File: config.mk
export PLATFORM = sky130hd
export DESIGN_NAME = bmm_ctrl
export DESIGN_NICKNAME = d
export VERILOG_FILES = /design/src/bmm_pkg.sv /design/src/bmm_ctrl.sv
export SDC_FILE = /design/constraint.sdc
export NUM_CORES = 1
export LEC_CHECK = 0
export BUFFER_PORTS_ARGS = -buffer_cell sky130_fd_sc_hd__buf_2
export CORE_AREA = 5 5 42 44
export DETAILED_ROUTE_END_ITERATION = 8
export DIE_AREA = 0 0 47 49
export MAX_ROUTING_LAYER = met4
export PLACE_DENSITY = 0.4
export RECOVER_POWER = 50
export SYNTH_ARGS = -nofsm -noshare
export SYNTH_HDL_FRONTEND = slang
export SYNTH_SLANG_ARGS = --single-unit
export TNS_END_PERCENT = 1
File: constraint.sdc
create_clock -name clk -period 2.35 [get_ports clk]
set_clock_uncertainty 0.2 [all_clocks]
set_input_delay 0.1175 -clock clk [delete_from_list [all_inputs] [get_ports clk]]
set_output_delay 0.1175 -clock clk [all_outputs]
set_load 0.01 [all_outputs]
File: src/bmm_pkg.sv
// Shared types, sizes and codes of the batched matrix multiply block.
package bmm_pkg;

  localparam int MAX_BATCH = 4;
  localparam int MAX_ROWS  = 16;
  localparam int MAX_INNER = 16;
  localparam int MAX_COLS  = 16;

  localparam int BATCH_W = $clog2(MAX_BATCH);
  localparam int ROW_W   = $clog2(MAX_ROWS);
  localparam int INNER_W = $clog2(MAX_INNER);
  localparam int COL_W   = $clog2(MAX_COLS);

  localparam int BATCH_CNT_W = 3;
  localparam int DIM_CNT_W   = 5;
  localparam int CFG_ADDR_W  = 2;
  localparam int CFG_DATA_W  = 5;
  localparam int DATA_W      = 32;

  localparam int LEFT_DEPTH  = MAX_BATCH * MAX_ROWS * MAX_INNER;
  localparam int RIGHT_DEPTH = MAX_BATCH * MAX_INNER * MAX_COLS;
  localparam int LEFT_AW     = $clog2(LEFT_DEPTH);
  localparam int RIGHT_AW    = $clog2(RIGHT_DEPTH);

  typedef enum logic [1:0] {
    OP_WRITE_LEFT  = 2'd0,
    OP_WRITE_RIGHT = 2'd1,
    OP_COMPUTE     = 2'd2,
    OP_NONE        = 2'd3
  } op_t;

  typedef enum logic [CFG_ADDR_W-1:0] {
    REG_BATCH_COUNT = 2'd0,
    REG_ROW_COUNT   = 2'd1,
    REG_INNER_COUNT = 2'd2,
    REG_COL_COUNT   = 2'd3
  } cfg_reg_t;

  typedef enum logic [1:0] {
    S_IDLE,
    S_MAC,
    S_DRAIN,
    S_FINISH
  } state_t;

  typedef struct packed {
    logic [1:0]               operation;
    logic [1:0]               batch_index;
    logic [3:0]               row_index;
    logic [3:0]               col_index;
    logic signed [DATA_W-1:0] element_value;
  } in_item_t;

  typedef struct packed {
    logic signed [DATA_W-1:0] result_value;
    logic                     index_error;
  } out_item_t;

  // Commands from the controller to the datapath.
  typedef struct packed {
    logic accept;
    logic issue;
    logic load_out;
  } bmm_cmd_t;

  // Status from the datapath to the controller.
  typedef struct packed {
    logic needs_mac;
    logic last_issue;
    logic pipe_empty;
    logic out_free;
  } bmm_stat_t;

endpackage

File: src/bmm_ctrl.sv
// Controller state machine of the batched matrix multiply block.
module bmm_ctrl (
  input  logic               clk,
  input  logic               rst,
  input  logic               in_valid,
  output logic               in_ready,
  input  bmm_pkg::bmm_stat_t stat,
  output bmm_pkg::bmm_cmd_t  cmd
);
  import bmm_pkg::*;

  state_t state;
  state_t state_next;

  always_ff @(posedge clk) begin
    if (rst) begin
      state <= S_IDLE;
    end else begin
      state <= state_next;
    end
  end

  always_comb begin
    state_next = state;
    case (state)
      S_IDLE: begin
        if (in_valid) begin
          state_next = stat.needs_mac ? S_MAC : S_FINISH;
        end
      end
      S_MAC: begin
        if (stat.last_issue) begin
          state_next = S_DRAIN;
        end
      end
      S_DRAIN: begin
        if (stat.pipe_empty) begin
          state_next = S_FINISH;
        end
      end
      S_FINISH: begin
        if (stat.out_free) begin
          state_next = S_IDLE;
        end
      end
      default: state_next = S_IDLE;
    endcase
  end

  always_comb begin
    in_ready     = 1'b0;
    cmd.accept   = 1'b0;
    cmd.issue    = 1'b0;
    cmd.load_out = 1'b0;
    case (state)
      S_IDLE: begin
        in_ready   = 1'b1;
        cmd.accept = in_valid;
      end
      S_MAC:    cmd.issue = 1'b1;
      S_DRAIN:  cmd.issue = 1'b0;
      S_FINISH: cmd.load_out = stat.out_free;
      default:  in_ready = 1'b0;
    endcase
  end

endmodule

==> Word-level counts from Yosys, hierarchy flattened <==
Cells that the tools add are included.
W data, S select, Z words.
{ "totals": {"output_inout_bits": 4, "elab_cells": 20, "ff_bits": 2, "input_bits": 7} }
{ "op_classes": {"n_reduce_logical": 2, "eq_ne": 7, "n_mux": 10} }
{ "op_table": {"columns": ["operator", "n"], "rows": [
  ["$mux W2", 5],
  ["$ne A2 B2 Y1 const B", 4],
  ["$pmux W2 S4", 1],
  ["$eq A2 B2 Y1 const B", 2],
  ["$mux W1", 4],
  ["$reduce_and A4 Y1", 1],
  ["$eq A2 B1 Y1 const B", 1],
  ["$logic_not A2 Y1", 1]
]} }

==> Depth between registers and ports, before layout <==
Gate-level depths: netlist of the first run.
{ "logic_depth": {"depth_word": 3, "ltp_mapped": 5, "ltp_nobuf": 5} }

==> Worst setup path after synthesis of the first run <==
No wires, ideal clock.
{ "synth_timing": {"kind": "register to register", "startpoint": "reg state[0]", "endpoint": "reg state[1]", "t_arrival_ns": 1.441, "path_buffers": 0, "required_ns": 2.029, "slack_ns": 0.587, "path_stages_with_launch": 6, "cell_sequence": "dfxtp_1 -> inv_1 -> ha_1 -> nor2b_4 -> a2111oi_4 -> mux2_4"} }
{ "synth_via": {"elab_chain_len": 3, "elab_cells_between_ends": 10} }
{ "synth_lines": {"columns": ["element", "line_no", "text"], "rows": [
  ["from (decl)", "bmm_ctrl.sv:12", "state_t state;"],
  ["from (signal assigned)", "bmm_ctrl.sv:19", "state <= state_next;"],
  ["$eq A2 B1 Y1 (tied with other cells)", "bmm_ctrl.sv:25", "case (state)"],
  ["$ne A2 B2 Y1 (no line)", null, null],
  ["$reduce_and A4 Y1 (no line)", null, null]
]} }
Several ways; a longest one is shown, not always the timed one.
A chain may end at the register's enable or synchronous reset.

==> Final worst setup path of the first run <==
Ends and elaborated chain as after synthesis.

==> results of run 1 <==
-- layout by cell type (no fill, tap or decap), drive strengths merged --
cell / n
mux2: 1
nand2b: 1
inv: 4
a2111oi: 1
dlygate4sd3: 1
ha: 4
nor2b: 3
and2: 2
a21oi: 1
o211a: 1
or4: 1
dfxtp: 2
or2b: 1
clkbuf: 6
nor2: 1
buf: 7
-- cells in the mapped netlist --
master | count | area share (%)
o211a_1 | 1 | 4.3
a2111oi_4 | 1 | 12
ha_1 | 4 | 21
a21oi_1 | 1 | 2.1
or2b_1 | 1 | 3.2
nor2b_4 | 2 | 12
nand2b_1 | 1 | 2.7
or4_1 | 1 | 3.2
dfxtp_1 | 2 | 17
and2_1 | 2 | 5.3
inv_1 | 4 | 6.4
nor2_1 | 1 | 1.6
mux2_4 | 1 | 6.4
nor2b_1 | 1 | 2.7
-- critical path, stage by stage (launching register included) --
cell,delay (ns)
dfxtp_1,0.37
inv_1,0.09
ha_1,0.26
nor2b_4,0.15
a2111oi_4,0.34
mux2_4,0.33
-- worst paths after layout --
check,slack (ns),startpoint,endpoint,depth (start not counted)
min,0.17,stat[1],state[1],4
min reg2reg,0.37,state[0],state[0],1
max,0.50,state[0],state[1],5
max reg2reg,0.50,state[0],state[1],5
-- area by class of cell --
| class | instances | area share (%) |
|---|---|---|
| multi-input combinational | 17 | 53.8 |
| timing repair buffer | 11 | 16.9 |
| sequential | 2 | 12.0 |
| clock buffer | 3 | 6.77 |
| tap | 16 | 6.02 |
| inverter | 4 | 4.51 |
-- repair_timing --
item                                    in CTS  in global routing
hold buffers                                 1                  0
endpoints found under the setup margin       0                  0
buffers inserted                             0                  0
resized for setup                            0                  0
endpoints found under the hold margin        1                  0
-- kinds of logic (layout without fill, tap and decap cells) --
logic type | after synthesis | in the layout | share of synthesized area [%]
adders and majority gates | 4 | 4 | 21.4
and+or+nand+nor | 9 | 9 | 30.5
DFF | 2 | 2 | 17.1
buffers and inverters | 4 | 18 | 6.42
muxes | 1 | 1 | 6.42
AOI/OAI and AO/OA | 3 | 3 | 18.2
-- per-stage QoR --
stage / cell area (um2) / utilization [%] / std cells / hold WS, ns / worst slack (ns)
4_1_cts: 337 / 24.0 / 53 / 0.166 / 0.487
5_1_grt: 333 / 23.8 / 53 / 0.188 / 0.409
3_5_place_dp: 304 / 21.7 / 49 / 0.214 / 0.496
6_report: 333 / 23.8 / 53 / 0.172 / 0.495
3_3_place_gp: 304 / 21.7 / 49 / 0.207 / 0.543
2_1_floorplan: 234 / - / 23 / 0.0744 / 0.587
-- power groups by stage --
stage               Combinational, mW  Clock (mW)  Sequential (mW)
floorplan                       0.188           0           0.0623
global placement                0.243           0           0.0644
detailed placement              0.246           0           0.0655
CTS                             0.248      0.0837           0.0650
global route                    0.270      0.0880           0.0668
finish                          0.237      0.0776           0.0648
-- routing by layer --
metal  global-route usage (%)  vias to the layer above  wire [um]
met2                     7.92                       10        216
met5                        -                        -          0
met4                     6.91                        0          0
met3                     2.21                        0         68
met1                     5.90                       84        204
li1                         -                      103          -
==> key figures, run 1 <==
Clock tree
  – Clk root buf: clkbuf_4
  – H-tree depth: 1
  – Clock tree buffer depth: 2
  – Inserted Clock Buffers: 3
  – Clock sinks: 2
  – Clock Pin Slew Worst Setup and Hold Paths: about 0.030 ns
  – Clock insertion delay at the later pin of the skew report: about 0.23 ns
  – CTS tree: built

Cells and area
  – Fill cells: 165
  – Multi-input gate area: ~180 um2
  – Share of layout cells above drive strength 1: 37.8%
  – Number of flip-flops in the largest register: 2
  – Antenna diodes: 0
  – Top flop regs: state (2)
  – Flip-flop and latch area: approximately 40 um2
  – Nets: 50
  – Most flops, register: state
  – Area growth syn-to-layout: 42.2%

Global routing
  – GRT Util Overall: under 10%
  – Vias in the first global route: 233
  – Grt total ovfl: 0
  – Initial antenna violation count: 0
  – Pin count of the biggest net entering global routing: 7
  – First-pass GRT wire length: approximately 900 um

Pwr
  – Pwr Total: 0.380 mW
  – LEAKAGE: 0.169 nW
  – Sw frac: 38.1%
  – PD cells: 1140 mW/mm2
  – Clock Power Share: around a fifth
  – Logic pwr share: 62.5%
  – Switching pwr: 0.145 mW
  – Design internal power: 0.235 mW
  – Maximum resistive drop on vdd: roughly 250 uV
  – Seq pwr share: 17.1%

Job
  – Max-cap violations: 0

Placed design
  – Post-DP HPWL: 412 um
  – Port bufs: 10
  – Routability cong.: slightly below 0.7

Floorplan
  – Die area: roughly 0.0023 mm2
  – Horiz. Die Dim: 47 um
  – Initial core utilization: approximately 17%
  – Chip height: 49 um
  – Core Area: 0.00140 mm2
  – FP Rows: 14
  – IO Count: 11

Synth
  – Register area share after synthesis: between 10% and 20%
  – Syn avg cell area: 10.2 um2
  – Synth Instances: 23
  – Yosys cell types: 14
  – Mapped Nets: 34
  – Synthesized flop and latch total: 2
  – Synth Cell Area: 234 um2
  – Yosys warnings: 0

Critical path
  – Kind of start point of the critical path: register
  – CP arrival: 1.76 ns
  – Maximum fanout along the worst path: 6
  – CP Capture Type: register
  – Req. time, crit path: 2.26 ns
  – Worst Setup Path Type: register to register

Detailed routing
  – Iteration count of the initial detailed-routing pass: 1
  – Initial DRC count: 0
  – ANT nets after route: 0
  – Routed length per placed instance: 9.23 um
  – Vias: 197
  – Final wirelength: between 400 and 500 um
  – DR DRC count: 0
  – Via/cell ratio: ~3.7

Outcome
  – Outcome: finished clean

Timing
  – Setup violators final: 0
  – Fin crit share: approximately four fifths
  – Min cycle time layout: 1.85 ns
  – RSZ-0062 raised after global routing: false
  – Actual slew at the worst max-slew pin: 0.338 ns
  – Hold Fails Final Rpt: 0
  – Max Freq: about 540 MHz
  – Final TNS setup: 0 ns
  – Max-slew violation count: 0
  – Slew HR: 77.5%

Hold path
  – Worst hold path class: primary input to register
No activity file was read; power rests on OpenSTA's default activity.
==> inputs of run 2 (changes only) <==
==> constraint.sdc (replaced) <==
create_clock -name clk -period 1.9 [get_ports clk]
set_clock_uncertainty 0.2 [all_clocks]
set_input_delay 0.095 -clock clk [delete_from_list [all_inputs] [get_ports clk]]
set_output_delay 0.095 -clock clk [all_outputs]
set_load 0.01 [all_outputs]
==> run 2 against run 1 <==
Against the previous run:
- final area grew 1.5%
- worst setup slack lost 0.37 ns
- core utilization grew 0.36 points
- largest power group unchanged
==> key figures, run 2 (same netlist as run 1, synthesis figures left out) <==
Floorplan
  – Initial core utilization: 16.7% (unchanged)
  – Die area: 0.00230 mm2 (unchanged)
  – IO Count: 11 (unchanged)
  – FP Rows: 14 (unchanged)
  – Horiz. Die Dim: 47 um (unchanged)
  – Core Area: 0.00140 mm2 (unchanged)
  – Chip height: 49 um (unchanged)

Critical path
  – Max incr delay on CP: 0.38 ns (was 0.37 ns)
  – CP Capture Type: register (unchanged)
  – Worst reg2reg path depth: 5 (unchanged)
  – CP cell instances: inv_1 -> ha_1 -> nor2b_4 -> a2111oi_4 -> mux2_4 (unchanged)
  – RR Endpoint: state[1] (unchanged)
  – Slowest-stage cell, CP: dfxtp_1 (unchanged)
  – Reg2reg start: state[0] (unchanged)
  – CP delay by family, top: flip-flops (unchanged)
  – Req. time, crit path: 1.82 ns (was 2.26 ns)
  – Kind of start point of the critical path: register (unchanged)
  – Maximum fanout along the worst path: 4 (was 6)
  – Crit path buf inv count: 1 (unchanged)
  – CP arrival: 1.69 ns (was 1.76 ns)
  – R2R Setup Slk: 0.12 ns (was 0.50 ns)
  – Worst Setup Path Type: register to register (unchanged)

Cells and area
  – Top flop regs: state (2) (unchanged)
  – Most flops, register: state (unchanged)
  – Number of flip-flops in the largest register: 2 (unchanged)
  – Post-layout util: 24.1% (was 23.8%)
  – Non-Filler Instances: 54 (was 53)
  – Commonest non-fill, non-tap cells in the layout: buf_2, inv_1, ha_1, clkbuf_4, clkbuf_1 (unchanged)
  – Flip-flop and latch area: 40.0 um2 (unchanged)
  – Antenna diodes: 0 (unchanged)
  – Most common cell after layout, fill and taps aside: buf_2 (unchanged)
  – Post-route cell area: 338 um2 (was 333 um2)
  – Nets: 51 (was 50)
  – Share of layout cells above drive strength 1: 39.5% (was 37.8%)
  – Fill cells: 164 (was 165)
  – Multi-input gate area: 179 um2 (unchanged)
  – Area growth syn-to-layout: 44.4% (was 42.2%)

Global routing
  – GRT Util Overall: 6.12% (was 5.98%)
  – Vias in the first global route: 234 (was 233)
  – Initial antenna violation count: 0 (unchanged)
  – Grt total ovfl: 0 (unchanged)
  – First-pass GRT wire length: 931 um (was 903 um)
  – Pin count of the biggest net entering global routing: 5 (was 7)

Placed design
  – Setup Slack @ Placement: 0.102 ns (was 0.496 ns)
  – Post-place instance area: 312 um2 (was 304 um2)
  – Port bufs: 10 (unchanged)
  – DP Cell Count: 50 (was 49)
  – Routability cong.: 0.720 (was 0.680)

Pwr
  – LEAKAGE: 0.172 nW (was 0.169 nW)
  – Seq pwr share: 16.9% (was 17.1%)
  – Pwr Total: 0.482 mW (was 0.380 mW)
  – PD cells: 1430 mW/mm2 (was 1140 mW/mm2)
  – Design internal power: 0.298 mW (was 0.235 mW)
  – Maximum resistive drop on vdd: 361 uV (was 246 uV)
  – Sw frac: 38.1% (about the same)
  – Clock Power Share: 20.3% (was 20.4%)
  – Switching pwr: 0.183 mW (was 0.145 mW)
  – Logic pwr share: 62.8% (was 62.5%)

Hold path
  – Hold Path End: state[1] (unchanged)
  – Hold Path Cell Cnt: 4 (unchanged)
  – Min-Delay Startpoint: stat[1] (unchanged)
  – Worst hold path class: primary input to register (unchanged)

Clock tree
  – Clock insertion delay at the later pin of the skew report: 0.23 ns (about the same)
  – Inserted Clock Buffers: 3 (unchanged)
  – Clk root buf: clkbuf_4 (unchanged)
  – Clock tree buffer depth: 2 (unchanged)
  – CTS resizes: 0 (unchanged)
  – CTS tree: built (unchanged)
  – Clock sinks: 2 (unchanged)
  – Post-CTS Setup Bufs: 0 (unchanged)
  – H-tree depth: 1 (unchanged)
  – Clock Pin Slew Worst Setup and Hold Paths: 0.03 ns (about the same)

Timing
  – Hold Fails Final Rpt: 0 (unchanged)
  – RSZ-0062 raised after global routing: false (unchanged)
  – Hold WS: 0.143 ns (was 0.172 ns)
  – Min cycle time layout: 1.78 ns (was 1.85 ns)
  – Fin crit share: 93.5% (was 78.9%)
  – Actual slew at the worst max-slew pin: 0.304 ns (was 0.338 ns)
  – Worst Slack Setup Final: 0.124 ns (was 0.495 ns)
  – Setup violators final: 0 (unchanged)
  – Slew HR: 79.7% (was 77.5%)
  – Max Freq: 563 MHz (was 539 MHz)
  – Max-slew violation count: 0 (unchanged)
  – Final TNS setup: 0 ns (unchanged)

Detailed routing
  – Metal1 wirelength: 194 um (was 204 um)
  – DR DRC count: 0 (unchanged)
  – DR WL met2: 260 um (was 216 um)
  – Via/cell ratio: 3.89 (was 3.72)
  – Met3 Wirelength: 67 um (was 68 um)
  – Top routing layer in use: met4 (was met3)
  – Vias: 210 (was 197)
  – Routed length per placed instance: 9.91 um (was 9.23 um)
  – Iteration count of the initial detailed-routing pass: 2 (was 1)
  – Final wirelength: 535 um (was 489 um)
  – ANT nets after route: 0 (unchanged)
  – Initial DRC count: 3 (was 0)

Outcome
  – Outcome: finished clean (unchanged)

Job
  – Max-cap violations: 0 (unchanged)
-- run 2: cell count changes in the layout (fill, tap and decap cells not counted), sizes merged --
cell / change
buf: +1
-- run 2: layout make-up --
| class | instances | share of cell area, % |
|---|---|---|
| clock buffer | 3 | 6.67 |
| tap | 16 | 5.93 |
| timing repair buffer | 12 | 18.1 |
| sequential | 2 | 11.9 |
| inverter | 4 | 4.44 |
| multi-input combinational | 17 | 53.0 |
-- run 2: how the worst max path moves through the flow --
stage	start	end	cells past startpoint
finish	state[0]	state[1]	5
global route	state[0]	state[1]	5
CTS	state[0]	state[1]	5
detailed placement	state[0]	state[1]	5
global placement	state[0]	state[1]	5
floorplan	state[0]	state[1]	5
-- run 2: repair_timing --
action	CTS	global route
setup endpoints to repair	0	0
hold endpoints to repair	1	0
hold buffers	1	0
-- run 2: power by group through the flow --
stage	registers, mW	logic (mW)	clock network, mW
3_3_place_gp	0.0827	0.317	0
3_5_place_dp	0.0821	0.325	0
4_1_cts	0.0815	0.328	0.104
6_report	0.0815	0.302	0.0976
5_1_grt	0.0838	0.343	0.109
2_1_floorplan	0.0770	0.232	0
-- run 2: worst register-to-register path: stages, from the launching register on --
cell and delay, ns:
dfxtp_1 0.38, inv_1 0.08, ha_1 0.23, nor2b_4 0.14, a2111oi_4 0.31, mux2_4 0.33
-- run 2: per-layer routing --
metal / up-vias / GRT usage, %
li1: 106 / -
met1: 92 / 5.46
met2: 10 / 9.28
met3: 2 / 2.58
met4: 0 / 5.53
met5: - / -
==> inputs of run 3 (changes only) <==
--- a/config.mk
+++ b/config.mk
@@ -12,6 +12,7 @@
 export MAX_ROUTING_LAYER = met4
 export PLACE_DENSITY = 0.4
 export RECOVER_POWER = 50
+export SETUP_SLACK_MARGIN = 0.15
 export SYNTH_ARGS = -nofsm -noshare
 export SYNTH_HDL_FRONTEND = slang
 export SYNTH_SLANG_ARGS = --single-unit
==> run 3 against run 2 <==
Against the previous run:
- worst setup slack gained 0.068 ns
- routed wire length shrank 4.1%
- first-iteration DRC count shrank 67%
- clock-buffer cell count is the same
- global-route usage shrank 0.43 points
- maximum frequency grew 4.0%
- final area grew 7.8%
- die area is the same
- sequential power shrank 2.7%
- combinational power grew 18%
- hold slack gained 0.0025 ns
- core utilization grew 1.9 points
- critical path type unchanged
==> key figures, run 3 (same netlist as run 1, synthesis figures left out) <==
Outcome
  – Outcome: finished clean (unchanged)

Detailed routing
  – Final wirelength: 513 um (was 535 um)
  – DR DRC count: 0 (unchanged)
  – Via/cell ratio: 4.11 (was 3.89)
  – Initial DRC count: 1 (was 3)
  – Iteration count of the initial detailed-routing pass: 2 (unchanged)
  – Routed length per placed instance: 9.33 um (was 9.91 um)
  – Vias: 226 (was 210)
  – ANT nets after route: 0 (unchanged)

Global routing
  – Grt total ovfl: 0 (unchanged)
  – Vias in the first global route: 236 (was 234)
  – First-pass GRT wire length: 910 um (was 931 um)
  – Initial antenna violation count: 0 (unchanged)
  – GRT Util Overall: 5.69% (was 6.12%)
  – Pin count of the biggest net entering global routing: 7 (was 5)

Timing
  – Max Freq: 585 MHz (was 563 MHz)
  – Final TNS setup: 0 ns (unchanged)
  – Setup violators final: 0 (unchanged)
  – Max-slew violation count: 0 (unchanged)
  – Slew HR: 80.0% (was 79.7%)
  – Fin crit share: 89.9% (was 93.5%)
  – RSZ-0062 raised after global routing: false (unchanged)
  – Min cycle time layout: 1.71 ns (was 1.78 ns)
  – Actual slew at the worst max-slew pin: 0.301 ns (was 0.304 ns)
  – Hold Fails Final Rpt: 0 (unchanged)

Critical path
  – Req. time, crit path: 1.81 ns (was 1.82 ns)
  – Critical Path Start: state[0] (unchanged)
  – Maximum fanout along the worst path: 6 (was 4)
  – CP Capture Type: register (unchanged)
  – Worst Setup Path Type: register to register (unchanged)
  – RR Endpoint: state[1] (unchanged)
  – Kind of start point of the critical path: register (unchanged)
  – CP arrival: 1.61 ns (was 1.69 ns)
  – Crit path to: state[1] (unchanged)
  – CP cell instances: inv_1 -> ha_4 -> nor2b_4 -> a2111oi_4 -> mux2_4 (was inv_1 -> ha_1 -> nor2b_4 -> a2111oi_4 -> mux2_4)
  – Max incr delay on CP: 0.35 ns (was 0.38 ns)
  – Reg2reg start: state[0] (unchanged)
  – Slowest-stage cell, CP: dfxtp_1 (unchanged)
  – R2R Setup Slk: 0.19 ns (was 0.12 ns)
  – Worst reg2reg path depth: 5 (unchanged)

Cells and area
  – Most common cell after layout, fill and taps aside: buf_2 (unchanged)
  – Number of flip-flops in the largest register: 2 (unchanged)
  – Top flop regs: state (2) (unchanged)
  – Commonest non-fill, non-tap cells in the layout: buf_2, inv_1, ha_1, clkbuf_4 (was buf_2, inv_1, ha_1, clkbuf_4, clkbuf_1)
  – Non-Filler Instances: 55 (was 54)
  – Nets: 52 (was 51)
  – Most flops, register: state (unchanged)
  – Antenna diodes: 0 (unchanged)
  – Fill cells: 160 (was 164)
  – Share of layout cells above drive strength 1: 53.8% (was 39.5%)
  – Area growth syn-to-layout: 55.6% (was 44.4%)

Clock tree
  – H-tree depth: 1 (unchanged)
  – Clk root buf: clkbuf_4 (unchanged)
  – Clock sinks: 2 (unchanged)
  – Clock Pin Slew Worst Setup and Hold Paths: 0.03 ns (about the same)
  – Inserted Clock Buffers: 3 (unchanged)
  – Clock insertion delay at the later pin of the skew report: 0.22 ns (was 0.23 ns)
  – Clock tree buffer depth: 2 (unchanged)
  – CTS tree: built (unchanged)

Floorplan
  – Core Area: 0.00140 mm2 (unchanged)
  – FP Rows: 14 (unchanged)
  – Horiz. Die Dim: 47 um (unchanged)
  – Chip height: 49 um (unchanged)
  – Initial core utilization: 16.7% (unchanged)
  – IO Count: 11 (unchanged)
  – Die area: 0.00230 mm2 (unchanged)

Pwr
  – LEAKAGE: 0.187 nW (was 0.172 nW)
  – PD cells: 1460 mW/mm2 (was 1430 mW/mm2)
  – Maximum resistive drop on vdd: 403 uV (was 361 uV)

Placed design
  – Routability cong.: 0.738 (was 0.720)
  – Post-DP HPWL: 411 um
  – Port bufs: 10 (unchanged)
  – DP Cell Count: 49 (was 50)

Hold path
  – Worst hold path class: primary input to register (unchanged)

Job
  – Max-cap violations: 0 (unchanged)
[run 3: cell types whose count changed in the layout (fill, tap and decap cells not counted), sizes merged]
cell	previous run	this run
buf	8	11
clkbuf	6	4
[run 3: layout make-up]
cell class / instances / area [um2] / share of cell area, %
repair buffers: 13 / 73.8 / 20.3
well taps: 16 / 20.0 / 5.50
clock buffers: 3 / 22.5 / 6.19
multi-input cells: 17 / 191 / 52.6
flip-flops and latches: 2 / 41.3 / 11.3
inverters: 4 / 15.0 / 4.12
[run 3: per-layer routing]
metal	part of all wire (%)	track usage [%]	vias up
li1	-	-	111
met5	0	-	-
met3	12	2.58	0
met2	44	7.24	8
met4	0	4.15	0
met1	44	6.77	107
[run 3: what timing repair did]
action / in CTS / in global routing
pin swaps: 1 / 1
buffers inserted: 1 / 1
hold buffers: 1 / 0
endpoints found under the hold margin: 1 / 0
resized for setup: 3 / 1
endpoints found under the setup margin: 1 / 1
[run 3: stage by stage]
| step | area, um2 | setup WS, ns | hold slack (ns) | utilization [%] | total power [mW] |
|---|---|---|---|---|---|
| 2_1_floorplan | 236 | 0.156 | 0.0519 | - | 0.314 |
| 6_report | 364 | 0.192 | 0.145 | 26.0 | 0.531 |
| 5_1_grt | 364 | 0.128 | 0.150 | 26.0 | 0.586 |
| 3_3_place_gp | 307 | 0.134 | 0.183 | 21.9 | 0.382 |
| 4_1_cts | 359 | 0.156 | 0.144 | 25.6 | 0.528 |
| 3_5_place_dp | 307 | 0.114 | 0.187 | 21.9 | 0.386 |
[run 3: worst min path at each step]
stage / cells after the start / to / slack (ns) / start
floorplan: 2 / state[0] / 0.05 / rst
global placement: 3 / state[0] / 0.18 / rst
detailed placement: 3 / state[0] / 0.19 / rst
CTS: 4 / state[1] / 0.14 / stat[1]
global route: 4 / state[1] / 0.15 / stat[1]
finish: 4 / state[1] / 0.15 / stat[1]
[run 3: where the power goes]
group / leakage (nW) / internal (mW) / total, mW / switching, mW
Clock: 0.0138 / 0.0697 / 0.0943 / 0.0245
Combinational: 0.157 / 0.206 / 0.357 / 0.152
Sequential: 0.0169 / 0.0650 / 0.0793 / 0.0143
Total: 0.187 / 0.340 / 0.531 / 0.190
[run 3: worst max-delay path, delay by kind of cell (launching register included)]
family	cells	cell delay [ns]
buffers and inverters	1	0.10
DFF	1	0.35
muxes	1	0.33
AOI/OAI and AO/OA	1	0.31
and+or+nand+nor	1	0.13
adders and majority gates	1	0.18
